===== config.mk =====
export PLATFORM = sky130hd
export DESIGN_NAME = prescaled_down_counter_timer_unit_flat
export DESIGN_NICKNAME = d
export VERILOG_FILES = /design/src/hw/rtl/pdct_pkg.sv /design/src/hw/rtl/pdct_if.sv /design/src/hw/rtl/prescaled_down_counter_timer_unit.sv /design/src/flat_wrapper.sv
export SDC_FILE = /design/constraint.sdc
export NUM_CORES = 1
export LEC_CHECK = 0
export ABC_AREA = 0
export BUFFER_PORTS_ARGS = -buffer_cell sky130_fd_sc_hd__buf_2
export CAP_MARGIN = 20
export CORE_UTILIZATION = 53
export DETAILED_ROUTE_END_ITERATION = 8
export PLACE_DENSITY = 0.89
export REMOVE_ABC_BUFFERS = 1
export SLEW_MARGIN = 20
export SYNTH_ARGS = -nofsm -noshare
export SYNTH_HDL_FRONTEND = slang
export SYNTH_SLANG_ARGS = --single-unit

===== constraint.sdc =====
create_clock -name clk -period 3.2 [get_ports clk]
set_input_delay 0.96 -clock clk [delete_from_list [all_inputs] [get_ports clk]]
set_output_delay 0.96 -clock clk [all_outputs]
set_load 0.02 [all_outputs]

===== src/hw/rtl/pdct_pkg.sv =====
// package for the prescaled down-counter timer
// opcodes, register indexes, word field widths and the divider table; no dependencies

package pdct_pkg;

    localparam int COUNT_WIDTH_DEFAULT = 16;
    localparam int DATA_WIDTH          = 16;
    localparam int OPCODE_WIDTH        = 2;
    localparam int CFG_INDEX_WIDTH     = 8;
    localparam int CFG_DATA_WIDTH      = 8;
    localparam int PRESCALE_WIDTH      = 8;
    localparam int DIVCODE_WIDTH       = 3;
    localparam int DIVCOUNT_WIDTH      = 5;

    typedef logic [OPCODE_WIDTH-1:0]    opcode_t;
    typedef logic [DATA_WIDTH-1:0]      data_t;
    typedef logic [CFG_INDEX_WIDTH-1:0] cfg_index_t;
    typedef logic [CFG_DATA_WIDTH-1:0]  cfg_data_t;
    typedef logic [DIVCODE_WIDTH-1:0]   divcode_t;
    typedef logic [DIVCOUNT_WIDTH-1:0]  divcount_t;

    localparam opcode_t OP_TICK        = 2'd0;
    localparam opcode_t OP_WRITE_BUF   = 2'd1;
    localparam opcode_t OP_WRITE_CTRL  = 2'd2;
    localparam opcode_t OP_READ_COUNT  = 2'd3;

    localparam cfg_index_t REG_PRESCALE = 8'd0;
    localparam cfg_index_t REG_DIVIDER  = 8'd1;

    localparam int CTRL_START_BIT  = 0;
    localparam int CTRL_UPDATE_BIT = 1;
    localparam int CTRL_RELOAD_BIT = 3;

    // last divider count before wrap; codes above four act as four
    function automatic divcount_t divide_top(input divcode_t code);
        divcount_t top;
        case (code)
            3'd0:    top = 5'd1;
            3'd1:    top = 5'd3;
            3'd2:    top = 5'd7;
            3'd3:    top = 5'd15;
            default: top = 5'd31;
        endcase
        return top;
    endfunction

endpackage


===== src/hw/rtl/pdct_if.sv =====
// valid/ready channel interfaces for the prescaled down-counter timer
// command, response and configuration words; depends on pdct_pkg

interface pdct_cmd_if;
    logic                     valid;
    logic                     ready;
    pdct_pkg::opcode_t        opcode;
    pdct_pkg::data_t          write_data;

    modport source (output valid, output opcode, output write_data, input ready);
    modport sink   (input valid, input opcode, input write_data, output ready);
endinterface

interface pdct_rsp_if;
    logic                     valid;
    logic                     ready;
    pdct_pkg::data_t          read_data;
    logic                     count_is_zero;
    logic                     interrupt_pulse;

    modport source (output valid, output read_data, output count_is_zero,
                    output interrupt_pulse, input ready);
    modport sink   (input valid, input read_data, input count_is_zero,
                    input interrupt_pulse, output ready);
endinterface

interface pdct_cfg_if;
    logic                     valid;
    logic                     ready;
    pdct_pkg::cfg_index_t     index;
    pdct_pkg::cfg_data_t      data;

    modport source (output valid, output index, output data, input ready);
    modport sink   (input valid, input index, input data, output ready);
endinterface


===== src/hw/rtl/prescaled_down_counter_timer_unit.sv =====
// prescaled down-counter timer: one channel with 8-bit prescaler, divider and down counter
// depends on pdct_pkg and the channel interfaces in pdct_if
//
// usage
//   cmd: one word per operation (tick, write count buffer, write control, read count)
//   rsp: exactly one word per cmd word, in order: read_data, count_is_zero, interrupt_pulse
//   cfg: register writes, index 0 prescale value, index 1 divider code; always ready,
//        written only while no cmd word is outstanding; the user keeps to this, unchecked
// latency: the response word is valid the cycle after its cmd word is accepted
// throughput: one cmd word per cycle unless stalled; the whole update is one pass of logic
//   between the state registers and the response register
// stall: cmd ready is low only while a response waits and rsp ready is low,
//   so the response register doubles as the skid stage
// reset: counter, buffer, prescaler and divider cleared, channel stopped and
//   one shot, registers zero, no response pending

module prescaled_down_counter_timer_unit #(
    parameter int COUNT_WIDTH = pdct_pkg::COUNT_WIDTH_DEFAULT
) (
    input  logic       clk,
    input  logic       rst_n,
    pdct_cmd_if.sink   cmd,
    pdct_rsp_if.source rsp,
    pdct_cfg_if.sink   cfg
);
    import pdct_pkg::*;

    logic [PRESCALE_WIDTH-1:0] prescale_value_reg;
    divcode_t                  divider_code_reg;
    logic [PRESCALE_WIDTH-1:0] prescale_count_reg, prescale_count_next;
    divcount_t                 divide_count_reg, divide_count_next;
    logic [COUNT_WIDTH-1:0]    current_count_reg, current_count_next;
    logic [COUNT_WIDTH-1:0]    count_buffer_reg, count_buffer_next;
    logic                      running_reg, running_next;
    logic                      reload_reg, reload_next;

    logic                      rsp_valid_reg;
    data_t                     read_data_reg, read_data_next;
    logic                      zero_reg, zero_next;
    logic                      pulse_reg, pulse_next;

    logic                      cmd_fire;
    logic                      pre_wrap;
    logic                      div_wrap;
    logic                      count_event;
    logic [COUNT_WIDTH-1:0]    data_ext;

    assign cmd.ready = !rsp_valid_reg || rsp.ready;
    assign cmd_fire  = cmd.valid && cmd.ready;
    assign cfg.ready = 1'b1;

    assign rsp.valid           = rsp_valid_reg;
    assign rsp.read_data       = read_data_reg;
    assign rsp.count_is_zero   = zero_reg;
    assign rsp.interrupt_pulse = pulse_reg;

    assign data_ext    = COUNT_WIDTH'(cmd.write_data);
    assign pre_wrap    = prescale_count_reg >= prescale_value_reg;
    assign div_wrap    = divide_count_reg >= divide_top(divider_code_reg);
    assign count_event = pre_wrap && div_wrap && running_reg;

    always_comb
    begin
        prescale_count_next = prescale_count_reg;
        divide_count_next   = divide_count_reg;
        current_count_next  = current_count_reg;
        count_buffer_next   = count_buffer_reg;
        running_next        = running_reg;
        reload_next         = reload_reg;
        pulse_next          = 1'b0;
        read_data_next      = '0;

        case (cmd.opcode)
            OP_TICK:
            begin
                // prescaler and divider run whether or not the channel runs
                if (pre_wrap)
                begin
                    prescale_count_next = '0;
                    if (div_wrap)
                        divide_count_next = '0;
                    else
                        divide_count_next = divide_count_reg + 1'b1;
                end
                else
                begin
                    prescale_count_next = prescale_count_reg + 1'b1;
                end

                if (count_event)
                begin
                    if (current_count_reg == '0)
                    begin
                        if (reload_reg)
                        begin
                            current_count_next = count_buffer_reg;
                            pulse_next         = (count_buffer_reg == '0);
                        end
                        else
                        begin
                            running_next = 1'b0;
                        end
                    end
                    else
                    begin
                        current_count_next = current_count_reg - 1'b1;
                        if (current_count_reg == COUNT_WIDTH'(1))
                        begin
                            pulse_next = 1'b1;
                            if (!reload_reg)
                                running_next = 1'b0;
                        end
                    end
                end
            end
            OP_WRITE_BUF:
            begin
                count_buffer_next = data_ext;
            end
            OP_WRITE_CTRL:
            begin
                if (cmd.write_data[CTRL_UPDATE_BIT])
                    current_count_next = count_buffer_reg;
                running_next = cmd.write_data[CTRL_START_BIT];
                reload_next  = cmd.write_data[CTRL_RELOAD_BIT];
            end
            OP_READ_COUNT:
            begin
                read_data_next = DATA_WIDTH'(current_count_reg);
            end
            default:
            begin
                read_data_next = '0;
            end
        endcase

        zero_next = (current_count_next == '0);
    end

    always_ff @(posedge clk or negedge rst_n)
    begin
        if (!rst_n)
        begin
            prescale_value_reg <= '0;
            divider_code_reg   <= '0;
        end
        else if (cfg.valid && cfg.ready)
        begin
            if (cfg.index == REG_PRESCALE)
                prescale_value_reg <= cfg.data;
            else if (cfg.index == REG_DIVIDER)
                divider_code_reg <= cfg.data[DIVCODE_WIDTH-1:0];
        end
    end

    always_ff @(posedge clk or negedge rst_n)
    begin
        if (!rst_n)
        begin
            prescale_count_reg <= '0;
            divide_count_reg   <= '0;
            current_count_reg  <= '0;
            count_buffer_reg   <= '0;
            running_reg        <= 1'b0;
            reload_reg         <= 1'b0;
        end
        else if (cmd_fire)
        begin
            prescale_count_reg <= prescale_count_next;
            divide_count_reg   <= divide_count_next;
            current_count_reg  <= current_count_next;
            count_buffer_reg   <= count_buffer_next;
            running_reg        <= running_next;
            reload_reg         <= reload_next;
        end
    end

    always_ff @(posedge clk or negedge rst_n)
    begin
        if (!rst_n)
            rsp_valid_reg <= 1'b0;
        else if (cmd_fire)
            rsp_valid_reg <= 1'b1;
        else if (rsp.ready)
            rsp_valid_reg <= 1'b0;
    end

    // response word, held while the receiver stalls
    always_ff @(posedge clk)
    begin
        if (cmd_fire)
        begin
            read_data_reg <= read_data_next;
            zero_reg      <= zero_next;
            pulse_reg     <= pulse_next;
        end
    end

endmodule


===== src/flat_wrapper.sv =====
// flat-port wrapper written by rule: the top's interface ports become plain ports
module prescaled_down_counter_timer_unit_flat import pdct_pkg::*;
#(
    parameter int COUNT_WIDTH = pdct_pkg::COUNT_WIDTH_DEFAULT
)
  (clk, rst_n, cmd_valid, cmd_opcode, cmd_write_data, cmd_ready, rsp_valid, rsp_read_data, rsp_count_is_zero, rsp_interrupt_pulse, rsp_ready, cfg_valid, cfg_index, cfg_data, cfg_ready);
  pdct_cmd_if cmd_i ();
  pdct_rsp_if rsp_i ();
  pdct_cfg_if cfg_i ();
  input  logic clk;
  input  logic rst_n;
  input wire logic [$bits(cmd_i.valid)-1:0] cmd_valid;
  input wire logic [$bits(cmd_i.opcode)-1:0] cmd_opcode;
  input wire logic [$bits(cmd_i.write_data)-1:0] cmd_write_data;
  output wire logic [$bits(cmd_i.ready)-1:0] cmd_ready;
  output wire logic [$bits(rsp_i.valid)-1:0] rsp_valid;
  output wire logic [$bits(rsp_i.read_data)-1:0] rsp_read_data;
  output wire logic [$bits(rsp_i.count_is_zero)-1:0] rsp_count_is_zero;
  output wire logic [$bits(rsp_i.interrupt_pulse)-1:0] rsp_interrupt_pulse;
  input wire logic [$bits(rsp_i.ready)-1:0] rsp_ready;
  input wire logic [$bits(cfg_i.valid)-1:0] cfg_valid;
  input wire logic [$bits(cfg_i.index)-1:0] cfg_index;
  input wire logic [$bits(cfg_i.data)-1:0] cfg_data;
  output wire logic [$bits(cfg_i.ready)-1:0] cfg_ready;
  assign cmd_i.valid = cmd_valid;
  assign cmd_i.opcode = cmd_opcode;
  assign cmd_i.write_data = cmd_write_data;
  assign cmd_ready = cmd_i.ready;
  assign rsp_valid = rsp_i.valid;
  assign rsp_read_data = rsp_i.read_data;
  assign rsp_count_is_zero = rsp_i.count_is_zero;
  assign rsp_interrupt_pulse = rsp_i.interrupt_pulse;
  assign rsp_i.ready = rsp_ready;
  assign cfg_i.valid = cfg_valid;
  assign cfg_i.index = cfg_index;
  assign cfg_i.data = cfg_data;
  assign cfg_ready = cfg_i.ready;
  prescaled_down_counter_timer_unit #(.COUNT_WIDTH(COUNT_WIDTH)) u_core (.clk(clk), .rst_n(rst_n), .cmd(cmd_i), .rsp(rsp_i), .cfg(cfg_i));
endmodule

# ---- After elaboration in Yosys (flattened, before gate mapping)
# Index checks and enable logic that the tools add are counted.
dict set report op_classes {
  addsub 3
  n_lt_le_gt_ge 2
  eq_ne 10
  n_mux 18
  bitwise 1
  reduce_logical 21
}
# cell count
set op_table {}
lappend op_table {{16-bit two-way mux} 4}
lappend op_table {{16-bit logical NOT} 3}
lappend op_table {{16-bit one-hot mux with 2 select lines} 1}
lappend op_table {{5-bit one-hot mux with 4 select lines} 1}
lappend op_table {{16-bit by 1-bit equality test with 1-bit output, second input constant} 1}
lappend op_table {{16-bit by 1-bit subtractor with 16-bit output, second input constant} 1}
lappend op_table {{2-bit AND reduction} 5}
lappend op_table {{1-bit two-way mux} 9}
lappend op_table {{8-bit by 1-bit adder with 8-bit output, second input constant} 1}
lappend op_table {{8-bit by 1-bit equality test with 1-bit output, second input constant} 1}
lappend op_table {{8-bit greater-or-equal comparator} 1}
lappend op_table {{8-bit logical NOT} 1}
lappend op_table {{8-bit two-way mux} 1}
lappend op_table {{3-bit by 2-bit equality test with 1-bit output, second input constant} 2}
lappend op_table {{3-bit AND reduction} 2}
lappend op_table {{5-bit by 1-bit adder with 5-bit output, second input constant} 1}
lappend op_table {{5-bit greater-or-equal comparator} 1}
lappend op_table {{5-bit two-way mux} 1}
lappend op_table {{2-bit equality test, second input constant} 2}
lappend op_table {{4-bit AND reduction} 1}
lappend op_table {{2-bit nonzero test} 2}
lappend op_table {{3-bit by 1-bit equality test with 1-bit output, second input constant} 1}
lappend op_table {{1-bit logical AND} 3}
lappend op_table {{3-bit logical NOT} 1}
lappend op_table {{8 further kinds} 8}
dict set report word_totals {
  register_bits 77
  output_inout_bits 21
  word_cells 67
}

# ---- Longest topological paths before layout
dict set report depth {
  depth_word 8
  depth_mapped 11
  depth_no_buf 10
}

# ---- Worst setup path after synthesis
# OpenSTA, ideal clock, no wires.
dict set report synth_timing {
  path_kind {reg-to-reg}
  from {register u_core.current_count_reg[7]}
  to {register u_core.zero_reg, in the netlist u_core.rsp.count_is_zero (data pin)}
  setup_time_ns 0.176
  arrival_ns 3.039
  t_required_ns 3.024
  setup_slack_ns -0.015
  stages_incl_launch_ff 11
  synth_period_minus_slack_ns 3.215
  cell_sequence {dfrtp_1 buf_6 or4_4 buf_6 nor4_1 nor3b_1 mux2_1 a222oi_1 nand3_1 or3b_1 nor4_1}
}
dict set report synth_via {
  elab_chain_len 5
  word_cells_on_any_way 8
}
# item line_no
set synth_lines {}
lappend synth_lines {{from (decl)} prescaled_down_counter_timer_unit.sv:32} ;# logic [COUNT_WIDTH-1:0] current_count_reg, current_count_next;
lappend synth_lines {{from (signal assigned)} prescaled_down_counter_timer_unit.sv:171} ;# current_count_reg <= current_count_next;
lappend synth_lines {{16-bit by 1-bit subtractor with 16-bit output (tied with other cells)} prescaled_down_counter_timer_unit.sv:106} ;# current_count_next = current_count_reg - 1'b1;
lappend synth_lines {{16-bit two-way mux} prescaled_down_counter_timer_unit.sv:92} ;# if (current_count_reg == '0)
lappend synth_lines {{16-bit two-way mux} prescaled_down_counter_timer_unit.sv:90} ;# if (count_event)
lappend synth_lines {{16-bit one-hot mux with 2 select lines (*)} prescaled_down_counter_timer_unit.sv:73} ;# case (cmd.opcode)
lappend synth_lines {{16-bit logical NOT (*)} prescaled_down_counter_timer_unit.sv:137} ;# zero_next = (current_count_next == '0);
lappend synth_lines {{named net u_core.zero_next} prescaled_down_counter_timer_unit.sv:39} ;# logic zero_reg, zero_next;
lappend synth_lines {{to (signal assigned)} prescaled_down_counter_timer_unit.sv:194} ;# zero_reg <= zero_next;
lappend synth_lines {{to (decl)} prescaled_down_counter_timer_unit.sv:39}
# The timed path passes the listed nets; every way through them passes the cells marked *.
# A chain may end at the register's enable or synchronous reset.

# ---- Worst setup path after layout
dict set report layout_timing {
  from {register u_core.current_count_reg[0]}
  to {register u_core.zero_reg, in the netlist u_core.rsp.count_is_zero (data pin)}
}
# The elaborated chain is that of the path after synthesis.

==> impl_metrics.toml <==
[logic_synthesis]
syn_area_um2 = 4530
synthFlopType = "dfrtp_1"
async_reset_ff_share_pct = 76.6
yosys.area.top_type = "dfrtp_1"
synth-edff-count = 18
synth_top_area_share_pct = 32.6
ys_seq_area_share_pct = 44.5
synth-seq-cells = 77
yosysWarnings = 0
syn_inst = 479
synth_area_leaders = "dfrtp_1 (33%), edfxtp_1 (12%), mux2_2 (6.5%)"
yosysUniqueCellTypes = 69
syn_avg_cell_area_um2 = 9.45

[setup_path]
worstSetupEndpointType = "flop"
cp_slowest_cell = "or3b_2"
start_kind = "flop"
arrival_ns = 3.25
critPathTopFamily = "simple AND/OR/NAND/NOR gates"
crit_path_max_fanout = 8
cpPeakStageDelay_ns = 0.54
path_cells = "inv_1 -> ha_2 -> or3b_2 -> nor4_4 -> clkdlybuf4s15_2 -> nand3b_1 -> o211ai_1 -> o221ai_1 -> a211oi_1 -> nand4_1 -> nor4_1"
critPathKind = "flop to flop"
cp.required_ns = 3.39
critPathBufInv = 2

[floorplan]
core_region_area_um2 = 8260
rows = 33
start_util_pct = 54.8
dieWidth_um = 94.4
pin_count = 60
die-area_um2 = 8920
die_h_um = 94.4

[sta]
fin_skew_ns = 0.0137
period_needed_ns = 3.06
slew_violations = 0
post-route-period-util_pct = 95.8
fmax_mhz = 326
holdWs_ns = 0.491
finalHoldViolations = 0
setup_tns_ns = 0
slew-limit-headroom_pct = 50.0
worst_slew_pin_slew_ns = 0.750
setup_viol = 0
worst_slack_ns = 0.136

[cells_and_area]
area_growth_pct = 21.3
drive_above_1_share_pct = 30.4
mostFrequentLayoutCells = "buf_2 (58), dfrtp_1 (58), buf_4 (49)"
fin_util_pct = 66.5
num_antenna_cells = 0
fin_nets = 623

[min_path]
hp-class = "flop to flop"

[cts]
cts.sinks = 77
numCtsBuffers = 9
clkLatencyLatePin_ns = 0.37
htree_levels = 3
cts_root_buffer = "clkbuf_8"
clockBufferDepth = 2
cts_tree = "done"
clk_transition_reported_paths_ns = 0.09

[route]
detail-route-antenna-nets = 0
routed_wl_mm = 12.9
wl_per_cell_um = 19.1
route.detailed.drc = 0
drtIter0Drc = 430
vias = 4268
avgViaCountPerCell = 6.29
drtPass1Iterations = 6

[power_and_ir_drop]
total_power_mw = 2.89
powerDensity_nw_per_um2 = 526
p_leak_nw = 2.46
irDropWorstVdd_uv = 261

[grt]
grt_pass1_wl_mm = 20.2
grt_util_all_layers_pct = 30.2
antenna_found_initial = 0
overflow = 0
grt_pass1_vias = 3919
grt_max_degree = 60

[place]
place.gp.congestion = 0.984
portBuffers = 58
hpwl_mm = 9.48
place_ws_ns = 0.0631

[flow_run]
drv_cap = 0

[run_status]
outcome = "finished clean"
-- power by group --
part | total [mW] | internal [mW] | switching [mW]
registers | 1.29 | 1.14 | 0.150
clock network | 0.733 | 0.352 | 0.381
logic | 0.867 | 0.379 | 0.488
-- final timing paths --
kind                                               from                           end  slack [ns]  cells past startpoint
hold reg to reg            u_core.prescale_count_reg[7]  u_core.prescale_count_reg[7]        0.49                      1
min in group asynchronous                         rst_n  u_core.prescale_value_reg[6]        0.75                      2
setup reg to reg            u_core.current_count_reg[0]      u_core.rsp.count_is_zero        0.14                     11
setup / recovery            u_core.current_count_reg[0]      u_core.rsp.count_is_zero        0.14                     11
hold / removal             u_core.prescale_count_reg[7]  u_core.prescale_count_reg[7]        0.49                      1
max in group asynchronous                         rst_n   u_core.current_count_reg[0]        1.92                      2
-- cell families after synthesis --
kind of cell	after synthesis	share of synthesized area [%]
adder cells (fa/ha/maj)	16	4.42
AO/OA/AOI/OAI	126	18.3
flip-flops	77	44.5
other	1	0.0828
XOR/XNOR	1	0.193
multiplexers	30	7.38
AND/OR/NAND/NOR	178	20.3
buffers and inverters	50	4.81
-- synth_stat cells, drive strengths merged, types with 4 or more instances --
cell type and n:
dfrtp 59, nand2 47, o21ai 40, nor2 33
a21oi 27, mux2 27, clkbuf 23, and3 20
inv 19, edfxtp 18, nand3 18, ha 16
nor3 15, nor4 13, a211oi 8, buf 8
or4 7, nand2b 6, o31ai 6, a31oi 5
a22o 4, and2 4
-- metrics by stage --
stage          instances  area (um^2)
2_1_floorplan        448         4380
3_3_place_gp         656         5150
3_5_place_dp         656         5150
4_1_cts              672         5350
5_1_grt              678         5490
6_report             678         5490
-- what timing repair did --
item                       4_1_cts  5_1_grt
setup endpoints to repair        0        1
hold buffers                     0        0
resized for setup                0       19
setup buffers                    0        5
-- layout make-up --
type,count,area (um^2)
timing repair buffer,109,689
inverter,19,71.3
clock inverter,4,28.8
sequential,77,2020
fill,673,2770
multi-input combinational,352,2390
clock buffer,12,166
tap,105,131
-- routing by layer --
| layer | part of all wire, % | GRT usage, % | up-vias |
|---|---|---|---|
| li1 | - | - | 1973 |
| met1 | 42 | 43.6 | 2006 |
| met2 | 45 | 45.2 | 241 |
| met3 | 9.9 | 5.48 | 48 |
| met4 | 3.0 | 11.4 | 0 |
| met5 | 0 | 0 | - |
Note: power is estimated with default switching activity, not from simulation.
